File: config.mk
export PLATFORM = sky130hd
export DESIGN_NAME = coil_winder_traverse_sequencer_flat
export DESIGN_NICKNAME = d
export VERILOG_FILES = /design/src/rtl/cwts_pkg.sv /design/src/rtl/cwts_if.sv /design/src/rtl/coil_winder_traverse_sequencer.sv /design/src/rtl/cwts_csr.sv /design/src/rtl/cwts_core.sv /design/src/flat_wrapper.sv
export SDC_FILE = /design/constraint.sdc
export NUM_CORES = 1
export LEC_CHECK = 0
export CORE_MARGIN = 3
export CORE_UTILIZATION = 45
export CTS_CLUSTER_DIAMETER = 60
export DETAILED_ROUTE_END_ITERATION = 8
export DONT_BUFFER_PORTS = 1
export SETUP_SLACK_MARGIN = 0.2
export SLEW_MARGIN = 20
export SYNTH_ARGS = -nofsm -noshare
export SYNTH_HDL_FRONTEND = slang
export SYNTH_SLANG_ARGS = --single-unit
File: constraint.sdc
create_clock -name clock -period 5.4 [get_ports clock]
set_input_delay 1.62 -clock clock [delete_from_list [all_inputs] [get_ports clock]]
set_output_delay 1.62 -clock clock [all_outputs]
set_load 0.1 [all_outputs]
File: src/rtl/cwts_pkg.sv
package cwts_pkg;

   // Default widths of the internal counters.
   localparam int COUNT_WIDTH_DEF  = 16;
   localparam int PERIOD_WIDTH_DEF = 24;

   // Fixed widths of the configuration registers and the result fields.
   localparam int WIND_PERIOD_W = 24;
   localparam int MOVE_HALF_W   = 16;
   localparam int PULSE_W       = 9;
   localparam int CFG_COUNT_W   = 16;
   localparam int OUT_COUNT_W   = 16;
   localparam int PHASE_W       = 3;
   localparam int CAUSE_W       = 2;

   // Configuration port.
   localparam int CSR_INDEX_W = 3;
   localparam int CSR_DATA_W  = 24;

   localparam logic [CSR_INDEX_W-1:0] REG_WIND_PERIOD = 3'd0;
   localparam logic [CSR_INDEX_W-1:0] REG_MOVE_HALF   = 3'd1;
   localparam logic [CSR_INDEX_W-1:0] REG_PULSES_STEP = 3'd2;
   localparam logic [CSR_INDEX_W-1:0] REG_OFFSET      = 3'd3;
   localparam logic [CSR_INDEX_W-1:0] REG_STEPS_TURN  = 3'd4;
   localparam logic [CSR_INDEX_W-1:0] REG_TURNS_LAYER = 3'd5;
   localparam logic [CSR_INDEX_W-1:0] REG_TOTAL_TURNS = 3'd6;

   // Register values after reset.
   localparam logic [WIND_PERIOD_W-1:0] WIND_PERIOD_RST = 24'd1000;
   localparam logic [MOVE_HALF_W-1:0]   MOVE_HALF_RST   = 16'd78;
   localparam logic [PULSE_W-1:0]       PULSES_STEP_RST = 9'd1;
   localparam logic [CFG_COUNT_W-1:0]   OFFSET_RST      = 16'd0;
   localparam logic [CFG_COUNT_W-1:0]   STEPS_TURN_RST  = 16'd1;
   localparam logic [CFG_COUNT_W-1:0]   TURNS_LAYER_RST = 16'd1;
   localparam logic [CFG_COUNT_W-1:0]   TOTAL_TURNS_RST = 16'd0;

   // Sequencer phase, as shown on the result channel.
   typedef enum logic [PHASE_W-1:0] {
      PH_IDLE   = 3'd0,
      PH_HOME   = 3'd1,
      PH_OFFSET = 3'd2,
      PH_WIND   = 3'd3,
      PH_DONE   = 3'd4
   } phase_type;

   // Reason the last run stopped.
   typedef enum logic [CAUSE_W-1:0] {
      CAUSE_NONE  = 2'd0,
      CAUSE_TURNS = 2'd1,
      CAUSE_LIMIT = 2'd2,
      CAUSE_DOOR  = 2'd3
   } cause_type;

   typedef struct packed {
      logic [WIND_PERIOD_W-1:0] winding_pulse_period;
      logic [MOVE_HALF_W-1:0]   move_half_period;
      logic [PULSE_W-1:0]       pulses_per_step;
      logic [CFG_COUNT_W-1:0]   offset_steps;
      logic [CFG_COUNT_W-1:0]   steps_per_turn;
      logic [CFG_COUNT_W-1:0]   turns_per_layer;
      logic [CFG_COUNT_W-1:0]   total_turns;
   } cfg_type;

   typedef struct packed {
      logic start_req;
      logic home_released;
      logic door_open;
   } req_type;

   typedef struct packed {
      logic                   step_out;
      logic                   dir_out;
      logic                   driver_enable_n;
      logic                   spindle_on;
      logic [PHASE_W-1:0]     phase;
      logic [OUT_COUNT_W-1:0] turns_done;
      logic [OUT_COUNT_W-1:0] layer_now;
      logic [CAUSE_W-1:0]     stop_cause;
   } rsp_type;

endpackage

File: src/rtl/cwts_if.sv
// Tick channel into the sequencer.
interface cwts_req_if;
   import cwts_pkg::*;

   logic valid;
   logic ready;
   logic start_req;
   logic home_released;
   logic door_open;

   modport source (output valid, output start_req, output home_released,
                   output door_open, input ready);
   modport sink (input valid, input start_req, input home_released,
                 input door_open, output ready);
endinterface

// Result channel out of the sequencer.
interface cwts_rsp_if;
   import cwts_pkg::*;

   logic                   valid;
   logic                   ready;
   logic                   step_out;
   logic                   dir_out;
   logic                   driver_enable_n;
   logic                   spindle_on;
   logic [PHASE_W-1:0]     phase;
   logic [OUT_COUNT_W-1:0] turns_done;
   logic [OUT_COUNT_W-1:0] layer_now;
   logic [CAUSE_W-1:0]     stop_cause;

   modport source (output valid, output step_out, output dir_out,
                   output driver_enable_n, output spindle_on, output phase,
                   output turns_done, output layer_now, output stop_cause,
                   input ready);
   modport sink (input valid, input step_out, input dir_out,
                 input driver_enable_n, input spindle_on, input phase,
                 input turns_done, input layer_now, input stop_cause,
                 output ready);
endinterface

// Register write channel.
interface cwts_csr_if;
   import cwts_pkg::*;

   logic                   valid;
   logic                   ready;
   logic [CSR_INDEX_W-1:0] index;
   logic [CSR_DATA_W-1:0]  data;

   modport source (output valid, output index, output data, input ready);
   modport sink (input valid, input index, input data, output ready);
endinterface

File: src/rtl/coil_winder_traverse_sequencer.sv
// Traverse sequencer for a coil winder.
// req_ch carries one transaction per microsecond tick with the start request,
// the home switch level and the door switch. rsp_ch returns one transaction
// per tick with the step line, direction, driver enable, spindle enable, phase,
// turn and layer counts and stop cause, all as they stand after that tick.
// csr_ch writes the seven configuration registers by index; it is always
// ready and must only be used while no tick is in flight.
// A tick passes the input register and then the result register.
// Throughput: one tick per cycle while rsp_ch does not stall; the phase logic
// between the two registers is combinational.
// Reset sets the phase to idle, clears the turn, step and pulse counters, sets
// the layer count to one, clears rsp_ch valid and loads the register defaults.
// When rsp_ch stalls, the finished result holds, one more tick waits in the
// input register, and req_ch drops ready until the result is taken.
module coil_winder_traverse_sequencer #(
   parameter int COUNT_WIDTH  = cwts_pkg::COUNT_WIDTH_DEF,
   parameter int PERIOD_WIDTH = cwts_pkg::PERIOD_WIDTH_DEF
) (
   input logic        clock,
   input logic        reset,
   cwts_req_if.sink   req_ch,
   cwts_rsp_if.source rsp_ch,
   cwts_csr_if.sink   csr_ch
);
   import cwts_pkg::*;

   cfg_type cfg;
   rsp_type core_result;

   logic    in_valid_ff, in_valid_in;
   req_type in_item_ff;
   logic    rsp_valid_ff, rsp_valid_in;
   rsp_type rsp_data_ff;

   logic    req_take;
   logic    advance;

   cwts_csr u_csr (
      .clock (clock),
      .reset (reset),
      .csr   (csr_ch),
      .cfg   (cfg)
   );

   cwts_core #(
      .COUNT_WIDTH  (COUNT_WIDTH),
      .PERIOD_WIDTH (PERIOD_WIDTH)
   ) u_core (
      .clock   (clock),
      .reset   (reset),
      .advance (advance),
      .item    (in_item_ff),
      .cfg     (cfg),
      .result  (core_result)
   );

   // The held tick moves on when the result register is free or being emptied.
   assign advance      = in_valid_ff && (!rsp_valid_ff || rsp_ch.ready);
   assign req_ch.ready = !in_valid_ff || advance;
   assign req_take     = req_ch.valid && req_ch.ready;

   always_comb begin
      if (req_take) begin
         in_valid_in = 1'b1;
      end else if (advance) begin
         in_valid_in = 1'b0;
      end else begin
         in_valid_in = in_valid_ff;
      end

      if (advance) begin
         rsp_valid_in = 1'b1;
      end else if (rsp_ch.ready) begin
         rsp_valid_in = 1'b0;
      end else begin
         rsp_valid_in = rsp_valid_ff;
      end
   end

   // Handshake state.
   always_ff @(posedge clock) begin
      if (reset) begin
         in_valid_ff  <= 1'b0;
         rsp_valid_ff <= 1'b0;
      end else begin
         in_valid_ff  <= in_valid_in;
         rsp_valid_ff <= rsp_valid_in;
      end
   end

   // Payload registers.
   always_ff @(posedge clock) begin
      if (req_take) begin
         in_item_ff.start_req     <= req_ch.start_req;
         in_item_ff.home_released <= req_ch.home_released;
         in_item_ff.door_open     <= req_ch.door_open;
      end
      if (advance) begin
         rsp_data_ff <= core_result;
      end
   end

   assign rsp_ch.valid           = rsp_valid_ff;
   assign rsp_ch.step_out        = rsp_data_ff.step_out;
   assign rsp_ch.dir_out         = rsp_data_ff.dir_out;
   assign rsp_ch.driver_enable_n = rsp_data_ff.driver_enable_n;
   assign rsp_ch.spindle_on      = rsp_data_ff.spindle_on;
   assign rsp_ch.phase           = rsp_data_ff.phase;
   assign rsp_ch.turns_done      = rsp_data_ff.turns_done;
   assign rsp_ch.layer_now       = rsp_data_ff.layer_now;
   assign rsp_ch.stop_cause      = rsp_data_ff.stop_cause;

endmodule

File: src/rtl/cwts_csr.sv
module cwts_csr (
   input  logic             clock,
   input  logic             reset,
   cwts_csr_if.sink         csr,
   output cwts_pkg::cfg_type cfg
);
   import cwts_pkg::*;

   cfg_type cfg_ff;
   cfg_type cfg_in;

   // Writes are always taken; an unknown index is dropped.
   assign csr.ready = 1'b1;
   assign cfg       = cfg_ff;

   always_comb begin
      cfg_in = cfg_ff;
      if (csr.valid) begin
         unique case (csr.index)
            REG_WIND_PERIOD: cfg_in.winding_pulse_period = csr.data[WIND_PERIOD_W-1:0];
            REG_MOVE_HALF:   cfg_in.move_half_period     = csr.data[MOVE_HALF_W-1:0];
            REG_PULSES_STEP: cfg_in.pulses_per_step      = csr.data[PULSE_W-1:0];
            REG_OFFSET:      cfg_in.offset_steps         = csr.data[CFG_COUNT_W-1:0];
            REG_STEPS_TURN:  cfg_in.steps_per_turn       = csr.data[CFG_COUNT_W-1:0];
            REG_TURNS_LAYER: cfg_in.turns_per_layer      = csr.data[CFG_COUNT_W-1:0];
            REG_TOTAL_TURNS: cfg_in.total_turns          = csr.data[CFG_COUNT_W-1:0];
            default: begin
               cfg_in = cfg_ff;
            end
         endcase
      end
   end

   always_ff @(posedge clock) begin
      if (reset) begin
         cfg_ff.winding_pulse_period <= WIND_PERIOD_RST;
         cfg_ff.move_half_period     <= MOVE_HALF_RST;
         cfg_ff.pulses_per_step      <= PULSES_STEP_RST;
         cfg_ff.offset_steps         <= OFFSET_RST;
         cfg_ff.steps_per_turn       <= STEPS_TURN_RST;
         cfg_ff.turns_per_layer      <= TURNS_LAYER_RST;
         cfg_ff.total_turns          <= TOTAL_TURNS_RST;
      end else begin
         cfg_ff <= cfg_in;
      end
   end

endmodule

File: src/rtl/cwts_core.sv
module cwts_core #(
   parameter int COUNT_WIDTH  = cwts_pkg::COUNT_WIDTH_DEF,
   parameter int PERIOD_WIDTH = cwts_pkg::PERIOD_WIDTH_DEF
) (
   input  logic              clock,
   input  logic              reset,
   input  logic              advance,
   input  cwts_pkg::req_type item,
   input  cwts_pkg::cfg_type cfg,
   output cwts_pkg::rsp_type result
);
   import cwts_pkg::*;

   // Compare widths wide enough for both a counter and its register.
   localparam int TCMP_W = (PERIOD_WIDTH > WIND_PERIOD_W) ? PERIOD_WIDTH : WIND_PERIOD_W;
   localparam int CCMP_W = (COUNT_WIDTH > CFG_COUNT_W) ? COUNT_WIDTH : CFG_COUNT_W;

   localparam logic [PERIOD_WIDTH-1:0] TICK_MAX  = '1;
   localparam logic [COUNT_WIDTH-1:0]  COUNT_MAX = '1;
   localparam logic [COUNT_WIDTH-1:0]  COUNT_ONE = COUNT_WIDTH'(1);

   phase_type               phase_ff, phase_in;
   cause_type               cause_ff, cause_in;
   logic [PERIOD_WIDTH-1:0] tick_ff, tick_in;
   logic [PULSE_W-1:0]      pulse_ff, pulse_in;
   logic [COUNT_WIDTH-1:0]  step_ff, step_in;
   logic [COUNT_WIDTH-1:0]  lturn_ff, lturn_in;
   logic [COUNT_WIDTH-1:0]  ttotal_ff, ttotal_in;
   logic [COUNT_WIDTH-1:0]  layer_ff, layer_in;
   logic                    dir_ff, dir_in;
   logic                    level_ff, level_in;

   logic [PERIOD_WIDTH-1:0] tick_inc;
   logic                    move_reached;
   logic                    wind_reached;
   logic [PULSE_W:0]        pulse_sum;
   logic                    pulse_wrap;
   logic [PULSE_W-1:0]      pulse_next;
   logic [COUNT_WIDTH-1:0]  step_next;
   logic [COUNT_WIDTH-1:0]  lturn_inc;
   logic [COUNT_WIDTH-1:0]  ttotal_inc;
   logic [COUNT_WIDTH-1:0]  layer_inc;

   // Saturating tick counter and the two period compares.
   always_comb begin
      tick_inc     = (tick_ff == TICK_MAX) ? tick_ff : tick_ff + 1'b1;
      move_reached = (TCMP_W'(tick_inc) >= TCMP_W'(cfg.move_half_period)) ||
                     (tick_inc == TICK_MAX);
      wind_reached = (TCMP_W'(tick_inc) >= TCMP_W'(cfg.winding_pulse_period)) ||
                     (tick_inc == TICK_MAX);
   end

   // Pulse-to-step counting and the saturating turn and layer increments.
   always_comb begin
      pulse_sum  = {1'b0, pulse_ff} + 1'b1;
      pulse_wrap = pulse_sum >= {1'b0, cfg.pulses_per_step};
      pulse_next = pulse_wrap ? '0 : pulse_sum[PULSE_W-1:0];
      if (pulse_wrap && (step_ff != COUNT_MAX)) begin
         step_next = step_ff + 1'b1;
      end else begin
         step_next = step_ff;
      end
      lturn_inc  = (lturn_ff == COUNT_MAX) ? lturn_ff : lturn_ff + 1'b1;
      ttotal_inc = (ttotal_ff == COUNT_MAX) ? ttotal_ff : ttotal_ff + 1'b1;
      layer_inc  = (layer_ff == COUNT_MAX) ? layer_ff : layer_ff + 1'b1;
   end

   // Next state for one tick.
   always_comb begin
      phase_in  = phase_ff;
      cause_in  = cause_ff;
      tick_in   = tick_ff;
      pulse_in  = pulse_ff;
      step_in   = step_ff;
      lturn_in  = lturn_ff;
      ttotal_in = ttotal_ff;
      layer_in  = layer_ff;
      dir_in    = dir_ff;
      level_in  = level_ff;

      unique case (phase_ff)
         PH_HOME, PH_OFFSET: begin
            tick_in = tick_inc;
            if (move_reached) begin
               if (level_ff) begin
                  // Falling edge of a move pulse counts it.
                  level_in = 1'b0;
                  tick_in  = '0;
                  pulse_in = pulse_next;
                  step_in  = step_next;
               end else if ((phase_ff == PH_HOME) && !item.home_released) begin
                  // Home reached: start the forward offset move.
                  phase_in = PH_OFFSET;
                  dir_in   = 1'b1;
                  pulse_in = '0;
                  step_in  = '0;
                  tick_in  = TICK_MAX;
                  level_in = 1'b0;
               end else if ((phase_ff == PH_OFFSET) &&
                            (CCMP_W'(step_ff) >= CCMP_W'(cfg.offset_steps))) begin
                  // Offset done: enter winding, or finish at once with no turns.
                  dir_in    = 1'b1;
                  pulse_in  = '0;
                  step_in   = '0;
                  tick_in   = TICK_MAX;
                  level_in  = 1'b0;
                  lturn_in  = '0;
                  ttotal_in = '0;
                  layer_in  = COUNT_ONE;
                  if (cfg.total_turns == '0) begin
                     phase_in = PH_DONE;
                     cause_in = CAUSE_TURNS;
                  end else begin
                     phase_in = PH_WIND;
                  end
               end else begin
                  level_in = 1'b1;
                  tick_in  = '0;
               end
            end
         end

         PH_WIND: begin
            level_in = 1'b0;
            tick_in  = tick_inc;
            if (wind_reached) begin
               tick_in  = '0;
               level_in = 1'b1;
               pulse_in = pulse_next;
               step_in  = step_next;
               if ((step_next != '0) &&
                   (CCMP_W'(step_next) >= CCMP_W'(cfg.steps_per_turn))) begin
                  // End of a turn.
                  step_in   = '0;
                  pulse_in  = '0;
                  ttotal_in = ttotal_inc;
                  if (CCMP_W'(lturn_inc) >= CCMP_W'(cfg.turns_per_layer)) begin
                     dir_in   = !dir_ff;
                     layer_in = layer_inc;
                     lturn_in = '0;
                  end else begin
                     lturn_in = lturn_inc;
                  end
                  // The limit switch wins over the door, the door over the count.
                  priority if (!item.home_released) begin
                     phase_in = PH_DONE;
                     cause_in = CAUSE_LIMIT;
                  end else if (item.door_open) begin
                     phase_in = PH_DONE;
                     cause_in = CAUSE_DOOR;
                  end else if (CCMP_W'(ttotal_inc) >= CCMP_W'(cfg.total_turns)) begin
                     phase_in = PH_DONE;
                     cause_in = CAUSE_TURNS;
                  end else begin
                     phase_in = PH_WIND;
                  end
               end
            end
         end

         default: begin
            // Idle or done: wait for a start request.
            level_in = 1'b0;
            if (item.start_req) begin
               cause_in  = CAUSE_NONE;
               ttotal_in = '0;
               layer_in  = COUNT_ONE;
               lturn_in  = '0;
               pulse_in  = '0;
               step_in   = '0;
               tick_in   = TICK_MAX;
               if (item.home_released) begin
                  phase_in = PH_HOME;
                  dir_in   = 1'b0;
               end else begin
                  phase_in = PH_OFFSET;
                  dir_in   = 1'b1;
               end
            end
         end
      endcase
   end

   // Result fields show the state after this tick.
   always_comb begin
      result.step_out        = level_in;
      result.dir_out         = dir_in;
      result.driver_enable_n = !((phase_in == PH_HOME) || (phase_in == PH_OFFSET) ||
                                 (phase_in == PH_WIND));
      result.spindle_on      = (phase_in == PH_WIND);
      result.phase           = phase_in;
      result.turns_done      = OUT_COUNT_W'(ttotal_in);
      result.layer_now       = OUT_COUNT_W'(layer_in);
      result.stop_cause      = cause_in;
   end

   always_ff @(posedge clock) begin
      if (reset) begin
         phase_ff  <= PH_IDLE;
         cause_ff  <= CAUSE_NONE;
         tick_ff   <= TICK_MAX;
         pulse_ff  <= '0;
         step_ff   <= '0;
         lturn_ff  <= '0;
         ttotal_ff <= '0;
         layer_ff  <= COUNT_ONE;
         dir_ff    <= 1'b1;
         level_ff  <= 1'b0;
      end else if (advance) begin
         phase_ff  <= phase_in;
         cause_ff  <= cause_in;
         tick_ff   <= tick_in;
         pulse_ff  <= pulse_in;
         step_ff   <= step_in;
         lturn_ff  <= lturn_in;
         ttotal_ff <= ttotal_in;
         layer_ff  <= layer_in;
         dir_ff    <= dir_in;
         level_ff  <= level_in;
      end
   end

endmodule
File: src/flat_wrapper.sv
// flat-port wrapper written by rule: the top's interface ports become plain ports
module coil_winder_traverse_sequencer_flat import cwts_pkg::*;
#(
   parameter int COUNT_WIDTH  = cwts_pkg::COUNT_WIDTH_DEF,
   parameter int PERIOD_WIDTH = cwts_pkg::PERIOD_WIDTH_DEF
)
  (clock, reset, req_ch_valid, req_ch_start_req, req_ch_home_released, req_ch_door_open, req_ch_ready, rsp_ch_valid, rsp_ch_step_out, rsp_ch_dir_out, rsp_ch_driver_enable_n, rsp_ch_spindle_on, rsp_ch_phase, rsp_ch_turns_done, rsp_ch_layer_now, rsp_ch_stop_cause, rsp_ch_ready, csr_ch_valid, csr_ch_index, csr_ch_data, csr_ch_ready);
  cwts_req_if req_ch_i ();
  cwts_rsp_if rsp_ch_i ();
  cwts_csr_if csr_ch_i ();
  input logic clock;
  input logic reset;
  input wire logic [$bits(req_ch_i.valid)-1:0] req_ch_valid;
  input wire logic [$bits(req_ch_i.start_req)-1:0] req_ch_start_req;
  input wire logic [$bits(req_ch_i.home_released)-1:0] req_ch_home_released;
  input wire logic [$bits(req_ch_i.door_open)-1:0] req_ch_door_open;
  output wire logic [$bits(req_ch_i.ready)-1:0] req_ch_ready;
  output wire logic [$bits(rsp_ch_i.valid)-1:0] rsp_ch_valid;
  output wire logic [$bits(rsp_ch_i.step_out)-1:0] rsp_ch_step_out;
  output wire logic [$bits(rsp_ch_i.dir_out)-1:0] rsp_ch_dir_out;
  output wire logic [$bits(rsp_ch_i.driver_enable_n)-1:0] rsp_ch_driver_enable_n;
  output wire logic [$bits(rsp_ch_i.spindle_on)-1:0] rsp_ch_spindle_on;
  output wire logic [$bits(rsp_ch_i.phase)-1:0] rsp_ch_phase;
  output wire logic [$bits(rsp_ch_i.turns_done)-1:0] rsp_ch_turns_done;
  output wire logic [$bits(rsp_ch_i.layer_now)-1:0] rsp_ch_layer_now;
  output wire logic [$bits(rsp_ch_i.stop_cause)-1:0] rsp_ch_stop_cause;
  input wire logic [$bits(rsp_ch_i.ready)-1:0] rsp_ch_ready;
  input wire logic [$bits(csr_ch_i.valid)-1:0] csr_ch_valid;
  input wire logic [$bits(csr_ch_i.index)-1:0] csr_ch_index;
  input wire logic [$bits(csr_ch_i.data)-1:0] csr_ch_data;
  output wire logic [$bits(csr_ch_i.ready)-1:0] csr_ch_ready;
  assign req_ch_i.valid = req_ch_valid;
  assign req_ch_i.start_req = req_ch_start_req;
  assign req_ch_i.home_released = req_ch_home_released;
  assign req_ch_i.door_open = req_ch_door_open;
  assign req_ch_ready = req_ch_i.ready;
  assign rsp_ch_valid = rsp_ch_i.valid;
  assign rsp_ch_step_out = rsp_ch_i.step_out;
  assign rsp_ch_dir_out = rsp_ch_i.dir_out;
  assign rsp_ch_driver_enable_n = rsp_ch_i.driver_enable_n;
  assign rsp_ch_spindle_on = rsp_ch_i.spindle_on;
  assign rsp_ch_phase = rsp_ch_i.phase;
  assign rsp_ch_turns_done = rsp_ch_i.turns_done;
  assign rsp_ch_layer_now = rsp_ch_i.layer_now;
  assign rsp_ch_stop_cause = rsp_ch_i.stop_cause;
  assign rsp_ch_i.ready = rsp_ch_ready;
  assign csr_ch_i.valid = csr_ch_valid;
  assign csr_ch_i.index = csr_ch_index;
  assign csr_ch_i.data = csr_ch_data;
  assign csr_ch_ready = csr_ch_i.ready;
  coil_winder_traverse_sequencer #(.COUNT_WIDTH(COUNT_WIDTH), .PERIOD_WIDTH(PERIOD_WIDTH)) u_core (.clock(clock), .reset(reset), .req_ch(req_ch_i), .rsp_ch(rsp_ch_i), .csr_ch(csr_ch_i));
endmodule
==> results of run 1 <==
-- power by group --
| part | internal [mW] | switching (mW) | leakage [nW] |
|---|---|---|---|
| combinational | 0.496 | 0.767 | 4.15 |
| clock | 1.42 | 0.917 | 0.554 |
| sequential | 2.05 | 0.163 | 2.18 |
-- layout make-up --
type / count / share of cell area
Clock buffer: 46 / 0.05621
Clock inverter: 14 / 0.008289
Inverter: 141 / 0.02947
Multi-Input combinational cell: 1475 / 0.5240
Sequential cell: 263 / 0.3179
Tap cell: 455 / 0.03169
Timing Repair Buffer: 66 / 0.03239
-- critical path: stages, from the launching register on --
cell	delay (ps)
dfxtp_2	340
and3_1	200
and3_1	200
and3_1	190
xor2_1	160
ha_1	320
nand4_1	120
o21ai_2	180
a221oi_2	90
and2_4	180
buf_6	140
or4_4	520
nand2_1	110
ha_1	240
a21o_1	180
a21o_1	170
a21oi_1	140
o21ai_0	120
a21oi_2	220
a41o_2	220
a22oi_2	140
buf_6	180
or3_1	420
o21ai_0	170
-- through the flow --
step	worst slack, ps	instances
2_1_floorplan	349.4	1984
3_3_place_gp	6.440	2392
3_5_place_dp	-112.2	2392
4_1_cts	254.2	2456
5_1_grt	134.3	2460
6_report	381.5	2460
-- flip-flops by register name, summed over array words and instances, names as in the netlist, 9 cells and up --
| name | cells |
|---|---|
| u_core.rsp_ch.turns_done | 16 |
| u_core.u_core.pulse_ff | 9 |
| u_core.u_core.lturn_ff | 16 |
| u_core.u_core.layer_ff | 16 |
| u_core.u_core.step_ff | 16 |
| u_core.u_core.ttotal_ff | 16 |
| u_core.u_csr.cfg | 113 |
| u_core.u_core.tick_ff | 24 |
| u_core.rsp_ch.layer_now | 16 |
-- Yosys cell counts (11+ instances only) --
cell type,n
nor4_1,14
nand2_1,313
and2_1,12
ha_1,119
edfxtp_1,44
a22o_1,40
nor3_1,27
and3_1,34
xor2_1,24
a21o_1,32
nor2_1,110
or4_1,11
buf_2,19
nand4_1,60
a21oi_1,200
xnor2_1,36
inv_1,139
a31oi_1,18
a211oi_1,13
or3_1,15
o211ai_1,23
o21ai_0,114
nand3_1,61
nor2b_1,12
dfxtp_1,219
clkbuf_1,73
nand2b_1,30
-- kinds of logic (layout without fill, tap and decap cells) --
logic type,count (synthesis),count (layout),synth area share
AND/OR/NAND/NOR,743,743,0.2283
AO/OA/AOI/OAI,539,539,0.2170
flip-flops,263,263,0.3580
buffers and inverters,246,267,0.06092
adder cells (fa/ha/maj),119,119,0.09343
XOR/XNOR,61,61,0.03400
multiplexers,12,12,0.008086
other,1,1,0.0002353
-- how the worst max path moves through the flow --
stage / slack, ps / to / startpoint
2_1_floorplan: 350 / u_core.u_core.step_ff[12]$_SDFFE_PP0P_ / u_core.u_core.pulse_ff[2]$_SDFFE_PP0P_
3_3_place_gp: 6 / u_core.rsp_ch.layer_now[13]$_DFFE_PP_ / u_core.u_core.pulse_ff[0]$_SDFFE_PP0P_
3_5_place_dp: -110 / u_core.rsp_ch.layer_now[11]$_DFFE_PP_ / u_core.u_core.pulse_ff[0]$_SDFFE_PP0P_
4_1_cts: 250 / u_core.u_core.pulse_ff[5]$_SDFFE_PP0P_ / u_core.u_core.pulse_ff[2]$_SDFFE_PP0P_
5_1_grt: 130 / u_core.u_core.pulse_ff[5]$_SDFFE_PP0P_ / u_core.u_core.pulse_ff[0]$_SDFFE_PP0P_
6_report: 380 / u_core.u_core.pulse_ff[0]$_SDFFE_PP0P_ / u_core.u_core.pulse_ff[2]$_SDFFE_PP0P_
-- cells in the final DEF (no fill, tap or decap), types with 40 or more instances in the layout --
cell / instances
nand2_1: 311
dfxtp_1: 215
a21oi_1: 198
inv_1: 139
ha_1: 118
o21ai_0: 112
nor2_1: 107
nand3_1: 61
nand4_1: 60
buf_4: 53
edfxtp_1: 44
a22o_1: 40
-- metal layers --
layer	GRT usage	up-vias	part of all wire
met1	0.3513	6828	0.47
met2	0.3833	459	0.44
li1	-	7097	-
met3	0.04448	83	0.066
met5	0	-	0.00017
met4	0.06729	2	0.025
-- repair_timing --
action,4_1_cts,5_1_grt
setup buffers,4,2
setup endpoints to repair,96,117
pin swaps,5,5
cloned,0,2
resized for setup,11,29
==> results.json, run 1 <==
{
  "required_ps": 5850,
  "r2r_slack_ps": 380,
  "power_mw": 5.807,
  "cap_violations": 0,
  "dr.first_iter.drc_count": 1249,
  "holdPathStages": 2,
  "finalClockSkew_ps": 15.36,
  "dr.pass1.iters": 5,
  "cp_max_fo": 12,
  "ant_nets": 0,
  "syn_area_per_cell_um2": 8.033,
  "nFillCells": 3370,
  "cts_hold_buf": 0,
  "die_w_um": 194.2,
  "layout-drive-gt1-share": 0.09476,
  "synth_seq_area_share": 0.3580,
  "port_buffers": 0,
  "cp.arrival_ps": 5470,
  "slew_headroom": 0.2999,
  "area_delta_synth_final_pct": 12.71,
  "die_area_um2": 37710,
  "htreeDepth": 2,
  "synthTopCellsByArea": "dfxtp_1 28%, ha_1 9.3%, edfxtp_1 8.3%, nand2_1 7.4%, a21oi_1 6.3%",
  "antennaDiodeCount": 0,
  "yosys_warnings": 0,
  "synth_top_area_cell": "dfxtp_1",
  "cts_buffer_depth": 3,
  "synth_area_um2": 15940,
  "synth-async-reset-ratio": 0,
  "initial_core_util": 0.4591,
  "irDropWorstVdd_mv": 0.2234,
  "synth_cells": 1984,
  "fmax_mhz": 199.3,
  "routed_wl_um": 47780,
  "r2r_cells": 23,
  "crit_type": "reg2reg",
  "grt-ovfl-total": 0,
  "power_leakage_nw": 6.880,
  "rr_endpoint": "u_core.u_core.pulse_ff[0]$_SDFFE_PP0P_",
  "yosysTopAreaCellShare": 0.2751,
  "drv_slew": 0,
  "clkTransAtPathRegs_ps": 50,
  "ys_seq_elements": 263,
  "worst_setup_path_start_kind": "register",
  "place_area_um2": 16570,
  "p_per_area_nw_per_um2": 323.3,
  "synthFlopType": "dfxtp_1",
  "via_count": 14470,
  "reg2reg_from": "u_core.u_core.pulse_ff[2]$_SDFFE_PP0P_",
  "wl_per_cell_um": 19.42,
  "gp_congestion": 0.9430,
  "hold_ws_ps": 453.8,
  "fin_crit_sh": 0.9294,
  "tightest_slew_ps": 1046,
  "grt_pass1_wl_um": 76010,
  "worstHoldEndpoint": "u_core.u_csr.cfg[52]$_SDFFE_PP0P_",
  "outcome": "completed",
  "min_period_ps": 5019,
  "end_kind": "register",
  "vias_per_cell": 5.882,
  "root_buffer": "clkbuf_16",
  "syn_nets": 2138,
  "multi_input_area_um2": 9413,
  "grt_max_degree": 148,
  "ys_types": 92,
  "grt_pass1_vias": 13710,
  "grt_util_all_layers": 0.2459,
  "hold_class": "reg2reg",
  "antenna_found_initial": 1,
  "dieHeight_um": 194.2,
  "pin_count": 79,
  "cts.sinks": 263,
  "fin_tns_setup_ps": 0,
  "clk_latency_ps": 540,
  "rsz0062_at_grt": "true",
  "cts_tree": "done",
  "dp_hpwl_um": 33560,
  "cts-buffers-inserted": 35,
  "fin_util": 0.5174,
  "design_area_um2": 17960,
  "holdCritStartpoint": "u_core.u_csr.cfg[52]$_SDFFE_PP0P_",
  "seq_area_um2": 5710,
  "hold_viol_final": 0,
  "drc": 0,
  "core-area_um2": 34710,
  "synth_edf_count": 44,
  "fin_nets": 2136,
  "std_cell_rows": 68,
  "setup_viol": 0
}
(Power assumes the default switching activity.)
==> run 2: changes to the inputs <==
--- a/config.mk
+++ b/config.mk
@@ -14,4 +14,5 @@
 export SLEW_MARGIN = 20
 export SYNTH_ARGS = -nofsm -noshare
 export SYNTH_HDL_FRONTEND = slang
+export SYNTH_HIERARCHICAL = 1
 export SYNTH_SLANG_ARGS = --single-unit
==> results.json, run 2 <==
{
  "synthFlopType": "dfxtp_1",
  "cts_tree": "done",
  "root_buffer": "clkbuf_16",
  "antenna_found_initial": 0,
  "dieHeight_um": 197.1,
  "htreeDepth": 2,
  "outcome": "completed",
  "syn_nets": 2051,
  "worst_setup_path_start_kind": "register",
  "antennaDiodeCount": 0,
  "initial_core_util": 0.4588,
  "irDropWorstVdd_mv": 0.1846,
  "power_leakage_nw": 7.568,
  "power_mw": 5.866,
  "dr.first_iter.drc_count": 1242,
  "fin_crit_sh": 0.9293,
  "hold_viol_final": 0,
  "end_kind": "register",
  "dr.pass1.iters": 5,
  "synthTopCellsByArea": "dfxtp_1 27%, ha_1 9.1%, edfxtp_1 8.0%, mux2i_1 7.0%, nand2b_1 5.3%",
  "synth_edf_count": 44,
  "hold_class": "reg2reg",
  "clkTransAtPathRegs_ps": 60,
  "min_period_ps": 5018,
  "layout-drive-gt1-share": 0.1042,
  "synth-async-reset-ratio": 0,
  "ys_seq_elements": 263,
  "die_area_um2": 38860,
  "area_delta_synth_final_pct": 11.09,
  "p_per_area_nw_per_um2": 321.2,
  "finalClockSkew_ps": 19.35,
  "ys_types": 89,
  "grt_util_all_layers": 0.2240,
  "synth_top_area_cell": "dfxtp_1",
  "via_count": 13870,
  "grt-ovfl-total": 0,
  "setup_viol": 0,
  "synth_area_um2": 16440,
  "stdcell_count": 2362,
  "largest_reg_flops": 113,
  "grt_max_degree": 203,
  "layout_common_cells": "215 x dfxtp_1, 140 x nand2b_1, 139 x nor2_1",
  "cp_max_fo": 16,
  "wl_per_cell_um": 18.85,
  "fin_nets": 2033,
  "core-area_um2": 35830,
  "required_ps": 5790,
  "synth_cells": 1897,
  "ant_nets": 0,
  "cap_violations": 0,
  "routed_wl_um": 44530,
  "cp.arrival_ps": 5410,
  "cts.sinks": 263,
  "yosysTopAreaCellShare": 0.2667,
  "pin_count": 79,
  "dp_hpwl_um": 31750,
  "std_cell_rows": 69,
  "hold_ws_ps": 471.3,
  "slew_headroom": 0.2844,
  "die_w_um": 197.1,
  "dp.cells": 2298,
  "gp_congestion": 0.9112,
  "cts_hold_buf": 0,
  "vias_per_cell": 5.870,
  "grt_pass1_vias": 13100,
  "fin_util": 0.5097,
  "netlist_top_cells_count": "219 x dfxtp_1, 142 x nor2_1, 140 x nand2b_1, 134 x inv_1, 119 x ha_1",
  "nFillCells": 3299,
  "grt_pass1_wl_um": 70430,
  "syn_area_per_cell_um2": 8.665,
  "drc": 0,
  "drv_slew": 0,
  "port_buffers": 0,
  "yosys.cell_count.top_type": "dfxtp_1",
  "tightest_slew_ps": 1073,
  "cts_buffer_depth": 3,
  "fmax_mhz": 199.3,
  "yosys_warnings": 6,
  "final_common_cell": "dfxtp_1",
  "fin_tns_setup_ps": 0,
  "cts-buffers-inserted": 34,
  "synth_seq_area_share": 0.3471,
  "rsz0062_at_grt": "true",
  "clk_latency_ps": 540,
  "crit_type": "reg2reg"
}
[run 2: final cells by class]
class / instances / area [µm²] / area share
clock buffer: 44 / 939.7 / 0.05146
clock inverter: 14 / 138.9 / 0.007605
inverter: 134 / 503.0 / 0.02754
multi-input combinational: 1383 / 9839 / 0.5388
sequential: 263 / 5713 / 0.3128
tap: 461 / 576.8 / 0.03159
timing repair buffer: 63 / 550.5 / 0.03015
[run 2: kinds of logic after synthesis]
group,synth area share
other,0.0002281
buffers and inverters,0.06394
AOI/OAI and AO/OA,0.1742
DFF,0.3471
xor gates and xnor gates,0.03402
and+or+nand+nor,0.2179
adders and majority gates,0.09058
muxes,0.07208
[run 2: routing by layer]
metal	global-route usage	share of wire	wire length (µm)	vias to the layer above
li1	-	-	-	6785
met1	0.3113	0.47	21000	6611
met2	0.3566	0.45	19820	399
met3	0.03701	0.058	2569	71
met4	0.07365	0.025	1133	0
met5	0	0	0	-
[run 2: metrics by stage]
step | area, µm² | worst slack (ps)
floorplan | 16440 | 207.3
global placement | 16940 | 149.1
detailed placement | 16960 | 0.9979
CTS | 18050 | 211.1
global route | 18260 | 151.2
finish | 18260 | 381.8
[run 2: worst max-delay path, cell delays in order (launching register included)]
cell	delay [ps]
dfxtp_4	380
and3_4	190
nand3_4	110
or3_4	390
nand2_1	80
ha_1	260
a21o_1	190
a21oi_1	170
o21ai_2	90
a41oi_2	250
nor2_4	90
xnor2_2	140
ha_1	260
nand2b_1	140
a21oi_1	150
nor2b_1	60
o21ai_1	130
a21oi_1	70
or4_1	430
a21oi_2	240
a211oi_4	60
buf_12	190
and2_2	230
buf_4	180
a41o_1	230
a21oi_1	140
[run 2: power breakdown]
part | leakage [nW] | switching, mW | internal [mW]
Sequential | 2.17 | 0.164 | 2.05
Combinational | 4.87 | 0.885 | 0.560
Clock | 0.527 | 0.882 | 1.33
Total | 7.57 | 1.93 | 3.93
[run 2: path summary, 6_finish.rpt]
kind,from,endpoint,slack [ps],cells after the start
worst max-delay path,u_core/u_core/pulse_ff[2]$_SDFFE_PP0P_,u_core/rsp_ch.layer_now[12]$_DFFE_PP_,380,25
worst min-delay path,u_core/u_csr/cfg[111]$_SDFFE_PP0P_,u_core/u_csr/cfg[111]$_SDFFE_PP0P_,470,2
worst max register to register,u_core/u_core/pulse_ff[2]$_SDFFE_PP0P_,u_core/rsp_ch.layer_now[12]$_DFFE_PP_,380,25
worst min register to register,u_core/u_csr/cfg[111]$_SDFFE_PP0P_,u_core/u_csr/cfg[111]$_SDFFE_PP0P_,470,2
[run 2: repair_timing]
action                                  4_1_cts  5_1_grt
gates resized for setup                       7       35
pin swaps                                     1        6
cloned                                        0        1
buffers inserted                              0        4
endpoints found under the setup margin       44      117
